<file path="config.mk">
export PLATFORM = sky130hd
export DESIGN_NAME = scalar_kalman_rate_fusion_flat
export DESIGN_NICKNAME = d
export VERILOG_FILES = /design/src/sv/skrf_pkg.sv /design/src/sv/skrf_if.sv /design/src/sv/scalar_kalman_rate_fusion.sv /design/src/flat_wrapper.sv
export SDC_FILE = /design/constraint.sdc
export NUM_CORES = 2
export LEC_CHECK = 0
export BUFFER_PORTS_ARGS = -buffer_cell sky130_fd_sc_hd__clkbuf_2
export CAP_MARGIN = 20
export CORE_MARGIN = 2
export CORE_UTILIZATION = 33
export DETAILED_ROUTE_END_ITERATION = 8
export PLACE_DENSITY = 0.53
export SYNTH_ARGS = -nofsm -noshare
export SYNTH_HDL_FRONTEND = slang
export SYNTH_SLANG_ARGS = --single-unit
</file>
<file path="constraint.sdc">
create_clock -name clock -period 11 [get_ports clock]
set_input_delay 2.2 -clock clock [delete_from_list [all_inputs] [get_ports clock]]
set_output_delay 2.2 -clock clock [all_outputs]
set_load 0.02 [all_outputs]
</file>
<file path="src/sv/skrf_pkg.sv">
// Shared constants, register codes, types and a saturation helper for the rate fusion filter.
`default_nettype none
package skrf_pkg;

   localparam int DATA_WIDTH = 32;
   localparam int FRAC_BITS  = 16;
   localparam int VAR_WIDTH  = DATA_WIDTH - 1;
   localparam int SUM_WIDTH  = DATA_WIDTH + 2;
   localparam int GAIN_WIDTH = FRAC_BITS + 1;
   localparam int MAG_WIDTH  = DATA_WIDTH + 1;
   localparam int PROD_WIDTH = MAG_WIDTH + GAIN_WIDTH;
   localparam int ADDR_WIDTH = 2;

   localparam logic [VAR_WIDTH-1:0] INIT_VAR_RESET = VAR_WIDTH'(65536000);
   localparam logic [VAR_WIDTH-1:0] MEAS_NOISE_RESET = VAR_WIDTH'(32768);
   localparam logic [VAR_WIDTH-1:0] PROC_NOISE_RESET = VAR_WIDTH'(262144);

   localparam logic [ADDR_WIDTH-1:0] REG_INIT_VAR   = 2'd0;
   localparam logic [ADDR_WIDTH-1:0] REG_MEAS_NOISE = 2'd1;
   localparam logic [ADDR_WIDTH-1:0] REG_PROC_NOISE = 2'd2;

   localparam logic OP_ODOMETRY = 1'b0;
   localparam logic OP_GYRO     = 1'b1;

   typedef logic signed [DATA_WIDTH-1:0] rate_type;
   typedef logic [VAR_WIDTH-1:0] var_type;

   function automatic rate_type sat_rate(input logic signed [SUM_WIDTH-1:0] v);
      logic signed [SUM_WIDTH-1:0] hi;
      logic signed [SUM_WIDTH-1:0] lo;
      hi = SUM_WIDTH'({1'b0, {(DATA_WIDTH-1){1'b1}}});
      lo = -hi - SUM_WIDTH'(1);
      if (v > hi) begin
         return {1'b0, {(DATA_WIDTH-1){1'b1}}};
      end else if (v < lo) begin
         return {1'b1, {(DATA_WIDTH-1){1'b0}}};
      end
      return v[DATA_WIDTH-1:0];
   endfunction

endpackage
`default_nettype wire

</file>
<file path="src/sv/skrf_if.sv">
// Valid/ready channel interfaces for the sample, result and register write channels.
`default_nettype none
interface skrf_req_if;
   logic valid;
   logic ready;
   logic opcode;
   logic signed [skrf_pkg::DATA_WIDTH-1:0] rate_sample;
   modport source(output valid, output opcode, output rate_sample, input ready);
   modport sink(input valid, input opcode, input rate_sample, output ready);
endinterface

interface skrf_rsp_if;
   logic valid;
   logic ready;
   logic signed [skrf_pkg::DATA_WIDTH-1:0] filtered_rate;
   logic [skrf_pkg::VAR_WIDTH-1:0] estimate_variance;
   modport source(output valid, output filtered_rate, output estimate_variance, input ready);
   modport sink(input valid, input filtered_rate, input estimate_variance, output ready);
endinterface

interface skrf_csr_if;
   logic valid;
   logic ready;
   logic [skrf_pkg::ADDR_WIDTH-1:0] addr;
   logic [skrf_pkg::VAR_WIDTH-1:0] wdata;
   modport source(output valid, output addr, output wdata, input ready);
   modport sink(input valid, input addr, input wdata, output ready);
endinterface
`default_nettype wire

</file>
<file path="src/sv/scalar_kalman_rate_fusion.sv">
// Scalar Kalman filter fusing odometry and gyro yaw rates with one shared multiplier.
// Gyro beats and the first odometry beat are absorbed in the cycle they are accepted.
// A later odometry beat passes through a prepare state, 17 divider steps, two passes through
// the shared multiplier and an apply state, held while the result slot is full, that shows it.
// No new beat is taken until the block is back in idle, so beats never overlap in flight.
// Synchronous active-high reset restores register defaults and the filter state.
`default_nettype none
module scalar_kalman_rate_fusion (
   input  wire logic clock,
   input  wire logic reset,
   skrf_req_if.sink  req_if,
   skrf_rsp_if.source rsp_if,
   skrf_csr_if.sink  csr_if
);

   localparam int DW = skrf_pkg::DATA_WIDTH;
   localparam int VW = skrf_pkg::VAR_WIDTH;
   localparam int FB = skrf_pkg::FRAC_BITS;
   localparam int SW = skrf_pkg::SUM_WIDTH;
   localparam int GW = skrf_pkg::GAIN_WIDTH;
   localparam int MW = skrf_pkg::MAG_WIDTH;
   localparam int PW = skrf_pkg::PROD_WIDTH;
   localparam int DIV_STEPS = FB + 1;
   localparam int CW = $clog2(DIV_STEPS);

   localparam logic [2:0] S_IDLE  = 3'd0;
   localparam logic [2:0] S_PREP  = 3'd1;
   localparam logic [2:0] S_DIV   = 3'd2;
   localparam logic [2:0] S_MVAR  = 3'd3;
   localparam logic [2:0] S_MCORR = 3'd4;
   localparam logic [2:0] S_APPLY = 3'd5;

   logic [2:0] state_ff, state_in;
   skrf_pkg::var_type init_var_ff, meas_noise_ff, proc_noise_ff;
   skrf_pkg::rate_type est_ff, est_in;
   skrf_pkg::rate_type prev_ff, prev_in;
   skrf_pkg::rate_type gyro_ff, gyro_in;
   skrf_pkg::var_type var_ff, var_in;
   logic awaiting_ff, awaiting_in;
   skrf_pkg::var_type p_ff, p_in;
   logic [DW-1:0] den_ff, den_in;
   logic [DW-1:0] rem_ff, rem_in;
   logic [GW-1:0] quo_ff, quo_in;
   logic [CW-1:0] cnt_ff, cnt_in;
   logic [GW-1:0] gain_ff, gain_in;
   logic [MW-1:0] mag_ff, mag_in;
   logic neg_ff, neg_in;
   logic [PW-1:0] prod_ff, prod_in;
   logic rsp_valid_ff, rsp_valid_in;
   skrf_pkg::rate_type rsp_rate_ff, rsp_rate_in;
   skrf_pkg::var_type rsp_var_ff, rsp_var_in;

   logic req_fire;
   logic slot_free;
   logic [DW:0] rem_shift;
   logic [DW:0] rem_diff;
   logic [GW-1:0] gain_eff;
   logic signed [DW:0] diff;
   logic [DW:0] p_sum;
   logic signed [SW-1:0] pred_sum;
   logic signed [SW-1:0] apply_sum;
   logic [MW-1:0] corr;
   logic [MW-1:0] mul_a;
   logic [GW-1:0] mul_b;

   assign req_if.ready = (state_ff == S_IDLE);
   assign req_fire = req_if.valid && req_if.ready;
   assign csr_if.ready = 1'b1;
   assign slot_free = !rsp_valid_ff || rsp_if.ready;
   assign rsp_if.valid = rsp_valid_ff;
   assign rsp_if.filtered_rate = rsp_rate_ff;
   assign rsp_if.estimate_variance = rsp_var_ff;

   assign pred_sum = SW'(est_ff) + SW'(req_if.rate_sample) - SW'(prev_ff);
   assign p_sum = (DW+1)'(var_ff) + (DW+1)'(proc_noise_ff);
   assign rem_shift = (cnt_ff == '0) ? (DW+1)'(rem_ff) : {rem_ff, 1'b0};
   assign rem_diff = rem_shift - (DW+1)'(den_ff);
   assign gain_eff = (den_ff == '0) ? '0 : quo_ff;
   assign diff = (DW+1)'(gyro_ff) - (DW+1)'(est_ff);
   assign corr = prod_ff[FB +: MW];
   assign apply_sum = neg_ff ? (SW'(est_ff) - SW'({1'b0, corr}))
                             : (SW'(est_ff) + SW'({1'b0, corr}));

   always_comb begin
      if (state_ff == S_MVAR) begin
         mul_a = MW'(p_ff);
         mul_b = GW'(1 << FB) - gain_eff;
      end else begin
         mul_a = mag_ff;
         mul_b = gain_ff;
      end
   end

   always_comb begin
      state_in = state_ff;
      est_in = est_ff;
      prev_in = prev_ff;
      gyro_in = gyro_ff;
      var_in = var_ff;
      awaiting_in = awaiting_ff;
      p_in = p_ff;
      den_in = den_ff;
      rem_in = rem_ff;
      quo_in = quo_ff;
      cnt_in = cnt_ff;
      gain_in = gain_ff;
      mag_in = mag_ff;
      neg_in = neg_ff;
      prod_in = prod_ff;
      rsp_valid_in = rsp_valid_ff && !rsp_if.ready;
      rsp_rate_in = rsp_rate_ff;
      rsp_var_in = rsp_var_ff;
      unique case (state_ff)
         S_IDLE: begin
            if (req_fire) begin
               if (req_if.opcode == skrf_pkg::OP_GYRO) begin
                  gyro_in = req_if.rate_sample;
               end else if (awaiting_ff) begin
                  est_in = req_if.rate_sample;
                  prev_in = req_if.rate_sample;
                  var_in = init_var_ff;
                  awaiting_in = 1'b0;
               end else begin
                  est_in = skrf_pkg::sat_rate(pred_sum);
                  prev_in = req_if.rate_sample;
                  p_in = p_sum[DW-1] ? {VW{1'b1}} : p_sum[VW-1:0];
                  state_in = S_PREP;
               end
            end
         end
         S_PREP: begin
            den_in = DW'(p_ff) + DW'(meas_noise_ff);
            rem_in = DW'(p_ff);
            quo_in = '0;
            cnt_in = '0;
            state_in = S_DIV;
         end
         S_DIV: begin
            if (!rem_diff[DW]) begin
               rem_in = rem_diff[DW-1:0];
               quo_in = {quo_ff[GW-2:0], 1'b1};
            end else begin
               rem_in = rem_shift[DW-1:0];
               quo_in = {quo_ff[GW-2:0], 1'b0};
            end
            cnt_in = cnt_ff + CW'(1);
            if (cnt_ff == CW'(DIV_STEPS - 1)) begin
               state_in = S_MVAR;
            end
         end
         S_MVAR: begin
            gain_in = gain_eff;
            prod_in = PW'(mul_a) * PW'(mul_b);
            neg_in = diff[DW];
            mag_in = diff[DW] ? MW'(-diff) : MW'(diff);
            state_in = S_MCORR;
         end
         S_MCORR: begin
            var_in = prod_ff[FB +: VW];
            prod_in = PW'(mul_a) * PW'(mul_b);
            state_in = S_APPLY;
         end
         S_APPLY: begin
            if (slot_free) begin
               est_in = skrf_pkg::sat_rate(apply_sum);
               rsp_rate_in = skrf_pkg::sat_rate(apply_sum);
               rsp_var_in = var_ff;
               rsp_valid_in = 1'b1;
               state_in = S_IDLE;
            end
         end
         default: begin
            state_in = S_IDLE;
         end
      endcase
   end

   always_ff @(posedge clock) begin
      if (reset) begin
         state_ff <= S_IDLE;
         init_var_ff <= skrf_pkg::INIT_VAR_RESET;
         meas_noise_ff <= skrf_pkg::MEAS_NOISE_RESET;
         proc_noise_ff <= skrf_pkg::PROC_NOISE_RESET;
         est_ff <= '0;
         prev_ff <= '0;
         gyro_ff <= '0;
         var_ff <= skrf_pkg::INIT_VAR_RESET;
         awaiting_ff <= 1'b1;
         rsp_valid_ff <= 1'b0;
      end else begin
         state_ff <= state_in;
         est_ff <= est_in;
         prev_ff <= prev_in;
         gyro_ff <= gyro_in;
         var_ff <= var_in;
         awaiting_ff <= awaiting_in;
         rsp_valid_ff <= rsp_valid_in;
         if (csr_if.valid && csr_if.ready) begin
            unique case (csr_if.addr)
               skrf_pkg::REG_INIT_VAR:   init_var_ff <= csr_if.wdata;
               skrf_pkg::REG_MEAS_NOISE: meas_noise_ff <= csr_if.wdata;
               skrf_pkg::REG_PROC_NOISE: proc_noise_ff <= csr_if.wdata;
               default: begin
               end
            endcase
         end
      end
   end

   always_ff @(posedge clock) begin
      p_ff <= p_in;
      den_ff <= den_in;
      rem_ff <= rem_in;
      quo_ff <= quo_in;
      cnt_ff <= cnt_in;
      gain_ff <= gain_in;
      mag_ff <= mag_in;
      neg_ff <= neg_in;
      prod_ff <= prod_in;
      rsp_rate_ff <= rsp_rate_in;
      rsp_var_ff <= rsp_var_in;
   end

endmodule
`default_nettype wire

</file>
<file path="src/flat_wrapper.sv">
// flat-port wrapper written by rule: the top's interface ports become plain ports
module scalar_kalman_rate_fusion_flat 
  (clock, reset, req_if_valid, req_if_opcode, req_if_rate_sample, req_if_ready, rsp_if_valid, rsp_if_filtered_rate, rsp_if_estimate_variance, rsp_if_ready, csr_if_valid, csr_if_addr, csr_if_wdata, csr_if_ready);
  skrf_req_if req_if_i ();
  skrf_rsp_if rsp_if_i ();
  skrf_csr_if csr_if_i ();
  input  wire logic clock;
  input  wire logic reset;
  input wire logic [$bits(req_if_i.valid)-1:0] req_if_valid;
  input wire logic [$bits(req_if_i.opcode)-1:0] req_if_opcode;
  input wire logic [$bits(req_if_i.rate_sample)-1:0] req_if_rate_sample;
  output wire logic [$bits(req_if_i.ready)-1:0] req_if_ready;
  output wire logic [$bits(rsp_if_i.valid)-1:0] rsp_if_valid;
  output wire logic [$bits(rsp_if_i.filtered_rate)-1:0] rsp_if_filtered_rate;
  output wire logic [$bits(rsp_if_i.estimate_variance)-1:0] rsp_if_estimate_variance;
  input wire logic [$bits(rsp_if_i.ready)-1:0] rsp_if_ready;
  input wire logic [$bits(csr_if_i.valid)-1:0] csr_if_valid;
  input wire logic [$bits(csr_if_i.addr)-1:0] csr_if_addr;
  input wire logic [$bits(csr_if_i.wdata)-1:0] csr_if_wdata;
  output wire logic [$bits(csr_if_i.ready)-1:0] csr_if_ready;
  assign req_if_i.valid = req_if_valid;
  assign req_if_i.opcode = req_if_opcode;
  assign req_if_i.rate_sample = req_if_rate_sample;
  assign req_if_ready = req_if_i.ready;
  assign rsp_if_valid = rsp_if_i.valid;
  assign rsp_if_filtered_rate = rsp_if_i.filtered_rate;
  assign rsp_if_estimate_variance = rsp_if_i.estimate_variance;
  assign rsp_if_i.ready = rsp_if_ready;
  assign csr_if_i.valid = csr_if_valid;
  assign csr_if_i.addr = csr_if_addr;
  assign csr_if_i.wdata = csr_if_wdata;
  assign csr_if_ready = csr_if_i.ready;
  scalar_kalman_rate_fusion u_core (.clock(clock), .reset(reset), .req_if(req_if_i), .rsp_if(rsp_if_i), .csr_if(csr_if_i));
endmodule
</file>
Word-level counts from Yosys, hierarchy flattened:

Cells that the tools add are included.

* register bits: 505
* input port bits: 71
* output and inout port bits: 66
* word-level logic and storage cells: 121

* $add $sub $neg: 11
* multipliers: 1
* $lt $le $gt $ge: 4
* eq/ne operators: 14
* muxes and demuxes: 44
* bitwise gates (word level): 2
* reductions and logical operators: 23

Operator list (number)
* $mux W32: 12
* $pmux W32 S2: 2
* $mux W31: 3
* $gt A34 B32 Y1 const B: 2
* $lt A34 B32 Y1 const B: 2
* $mux W33: 2
* $add A31 B31 Y32: 2
* $pmux W31 S2: 1
* $mul A33 B17 Y49: 1
* $add A34 B33 Y34: 1
* $mux W17: 2
* $mux W34: 1
* $pmux W17 S2: 1
* $sub A33 B32 Y34: 1
* $sub A34 B33 Y34: 1
* $add A32 B32 Y33: 1
* $neg A33 Y33: 1
* $sub A32 B32 Y33: 1
* $sub A33 B32 Y33: 1
* $logic_not A32 Y1: 1
* $pmux W3 S6: 1
* $sub A17 B17 Y17 const A: 1
* $mux W3: 5
* $mux W1: 13
* other kinds (23): 40

Longest topological paths before layout:

* depth after elaboration: 14
* mapped depth: 37
* mapped depth without buffers: 34

Worst setup path before layout:

OpenSTA, ideal clock, no wires.

* path kind: reg-to-reg
* from: reg u_core.state_ff[0]
* to: reg u_core.prod_ff[37], data pin
* library setup time: 0.259 ns
* arrival: 8.614 ns
* data required time: 10.741 ns
* setup slack: 2.127 ns
* cell stages (with the launch flop): 28
* path buffers: 3
* clock period less this slack: 8.873 ns
* cell sequence: dfxtp_1 > clkbuf_1 > nand3b_1 > clkinv_1 > clkbuf_1 > nand2_1 > nand2_1 > clkbuf_1 > nand2_1 > fa_1 > inv_1 > fa_1 > fa_1 > fa_1 > fa_1 > inv_1 > fa_1 > inv_1 > ha_1 > a21o_1 > a221o_1 > a31oi_1 > o21ai_0 > a221oi_1 > o21ai_0 > or2_2 > a41o_1 > xor2_1

* cells in the longest elaborated chain, start to end: 3
* elaborated cells on any way between the ends: 4
* those cells by class: mul: 1; eq/ne: 1; mux: 2

RTL lines
* start, declared: line scalar_kalman_rate_fusion.sv:33 `logic [2:0] state_ff, state_in;`
* start signal, assigned: line scalar_kalman_rate_fusion.sv:191 `state_ff <= state_in;`
* $eq A3 B2 Y1 (*): line scalar_kalman_rate_fusion.sv:85, scalar_kalman_rate_fusion.sv:113
* $mux W33 / $mux W17 (equally long branches): line scalar_kalman_rate_fusion.sv:85 `if (state_ff == S_MVAR) begin`
* $mul A33 B17 Y49 (*): line scalar_kalman_rate_fusion.sv:153, scalar_kalman_rate_fusion.sv:160
* end signal, assigned: line scalar_kalman_rate_fusion.sv:219 `prod_ff <= prod_in;`
* end, declared: line scalar_kalman_rate_fusion.sv:48 `logic [PW-1:0] prod_ff, prod_in;`

Mark *: on every way between the ends. The rest lies on a longest branch, timed or not.
A chain may end at the register's enable or synchronous reset.

Final worst setup path:

* from: reg u_core.den_ff[6]
* to: reg u_core.prod_ff[48], data pin

* cells in the longest elaborated chain, start to end: 5

RTL lines
* start, declared: line scalar_kalman_rate_fusion.sv:41 `logic [DW-1:0] den_ff, den_in;`
* start signal, assigned: line scalar_kalman_rate_fusion.sv:212 `den_ff <= den_in;`
* $logic_not A32 Y1: line scalar_kalman_rate_fusion.sv:78 `assign gain_eff = (den_ff == '0) ? '0 : quo_ff;`
* $mux W17: line scalar_kalman_rate_fusion.sv:78
* $sub A17 B17 Y17: line scalar_kalman_rate_fusion.sv:87 `mul_b = GW'(1 << FB) - gain_eff;`
* $mux W17: line scalar_kalman_rate_fusion.sv:85
* $mul A33 B17 Y49: line scalar_kalman_rate_fusion.sv:153, scalar_kalman_rate_fusion.sv:160

No other way between the ends.

==> metrics <==
status finished clean; Startpoint Class register; largest family of logic cells by synthesized area adder cells; synthesis-to-finish area growth 9.65%; Synth Area in Compound Gates between 10% and 20%; Global Route Usage Sum approximately a fifth; clk slew on worst S/H paths around 0.07 ns; DR WL/cell 20.8 µm; RR Endpoint u_core.prod_ff[48]; RSZ-0062 raised after global routing no; layout cells sized above 1 6.91%; clock sinks ~490; Period minus WS final roughly 10 ns; placed cell count between 7000 and 8000; CP Depth 32; Slew @ Worst Pin around 1.2 ns; # IOs 137; max cap viols 0; setup TNS 0 ns; Skew-Pair Late Insertion Delay 0.65 ns; leading register cell type out of synthesis edfxtp_1; hold_buf cts 0; post-route antenna net violation count 0; Rows between 100 and 150; Synth Area in XOR/XNOR approximately 4.7%; DP HPWL around 130 mm; CTS tree built; final std cells w/o fill about 7600; syn avg cell area 8.62 µm²; GPL Wtd Cong 0.923; CP startpoint u_core.den_ff[6]; synth warn 0; Seq/Total Area, Yosys 25.5%; Nets about 6600; commonest cells after routing, fill and taps aside nand2_1, inv_1, fa_1; width of the die approximately 390 µm; largest net degree at the start of global routing 103; Synth Net Count around 6500; starting density of the core roughly a third; drt initial violations just over 3000; first-pass GRT wire length between 200 and 250 mm; Post-Syn Area 48700 µm²; initial antenna violation count 6; Tcrit/Tclk final between 90% and 100%; total setup buffers inserted after CTS 0; GRT overflow 0; root buf cell clkbuf_16; CP most frequent cell fa_1; H-tree depth 2; CP Data Arrival Time 10.58 ns; DR WL met3 8.72 mm; reg2reg setup slack a little over 0.8 ns; drt total wl around 160 mm; FF-to-FF path depth 32; final max-slew violation count 0; number of synthesized register bits ~490; CTS resizes 0; post-synthesis simple-gate area fraction around 16%; met2 WL between 70 and 80 mm; max_slew headroom 19.1%; IO Port Bufs between 100 and 150; EDFF count, synth approximately 260; clock skew 0.0163 ns; vias around 40000; Fmax achieved 0.0981 GHz; Final Setup Violations 0; vias in the first global route 38880; CP peak stage delay between 0.6 and 0.7 ns; CTS Buffer Depth 3; Setup CP Type reg2reg; die area around 150000 µm²; TritonRoute pass-1 iters 5; mux share of post-synthesis cell area about 2.6%; via/cell ratio 5.19; Final Hold Fails 0; ys async rst share 0%; Die Ht 388 µm; DRT met1 WL 71.2 mm; CTS Buf Count 54; CP endpoint u_core.prod_ff[48]; most common cell after layout, fill and taps aside nand2_1; Worst EP required about 11 ns; crit path max-delay cell type a31oi_1; Core Area around 150000 µm²; Crit Path Max Fanout 15; area share of fa/ha/maj cells after synthesis between 20% and 30%; Synth cell types 90; Hold Path Class reg2reg; Syn Inst Count about 5700; DRC viols 0; kind of end point of the critical path register; Top Layer Used met5; reg2reg start u_core.den_ff[6]; Crit path max-delay family adder cells; Buffers & Inverters on Critical Path 4
## final cells by class
class / count / area, µm²
fill: 15191 / 92700
multi-input combinational: 4096 / 32400
sequential: 489 / 12400
inverter: 823 / 3090
tap: 1917 / 2400
clock buffer: 70 / 1550
timing repair buffer: 209 / 1250
clock inverter: 32 / 297
antenna: 1 / 2.50
## worst min-delay path, delay by kind of cell, from the launching register on
kind | cells | cell delay [ns]
AO/OA/AOI/OAI | 1 | 0.05
flip-flops | 1 | 0.31
AND/OR/NAND/NOR | 1 | 0.05
## state kept, by name, summed over array words and instances (netlist names), 32 cells and up
register / count
u_core.den_ff: 32
u_core.est_ff: 32
u_core.gyro_ff: 32
u_core.mag_ff: 33
u_core.prev_ff: 32
u_core.prod_ff: 33
u_core.rem_ff: 32
u_core.rsp_if.filtered_rate: 32
## layer usage
metal	vias up	global-route usage (%)
li1	18669	-
met1	19617	28.7
met2	1100	34.0
met3	216	2.30
met4	2	6.76
met5	-	0
## worst min path at each step
stage | start | to | slack, ns | cells after the start
after floorplan | u_core.init_var_ff[0] | u_core.init_var_ff[0] | 0.44 | 2
after global placement | u_core.init_var_ff[1] | u_core.init_var_ff[1] | 0.44 | 2
after detailed placement | u_core.init_var_ff[10] | u_core.init_var_ff[10] | 0.45 | 2
after CTS | u_core.init_var_ff[14] | u_core.init_var_ff[14] | 0.46 | 2
after global routing | u_core.proc_noise_ff[12] | u_core.proc_noise_ff[12] | 0.48 | 2
final | u_core.init_var_ff[10] | u_core.init_var_ff[10] | 0.45 | 2
## cells in the mapped netlist (33+ instances only)
library cell,instances,area (µm²)
a211oi_1,61,458
a21o_1,103,773
a21oi_1,389,1950
and2_1,82,513
and3_1,70,438
clkbuf_1,218,818
dfxtp_1,225,4500
edfxtp_1,264,7930
fa_1,498,9970
ha_1,316,3950
inv_1,822,3090
mux2_2,33,372
mux2i_1,87,871
nand2_1,1064,3990
nand3_1,51,255
nor2_1,299,1120
nor2b_1,37,231
nor3_1,53,265
o21ai_0,198,991
xnor2_1,176,1540
xor2_1,80,701
## kinds of logic after synthesis
logic type                 count (synthesis)
and+or+nand+nor                         1819
adders and majority gates                814
xor gates and xnor gates                 259
other                                      1
DFF                                      489
muxes                                    120
AOI/OAI and AO/OA                       1083
buffers and inverters                   1067
## per-stage QoR
stage / area, µm² / hold WS (ns) / setup WS [ns] / utilization, %
2_1_floorplan: 48700 / 0.436 / 2.13 / -
3_3_place_gp: 51500 / 0.442 / 1.06 / 35.3
3_5_place_dp: 51500 / 0.446 / 0.876 / 35.3
4_1_cts: 53400 / 0.455 / 0.811 / 36.5
5_1_grt: 53400 / 0.478 / 0.206 / 36.6
6_report: 53400 / 0.454 / 0.804 / 36.6
Power is not shown: default switching activity piles up to over one toggle a cycle in this logic, so the estimate is an artifact.
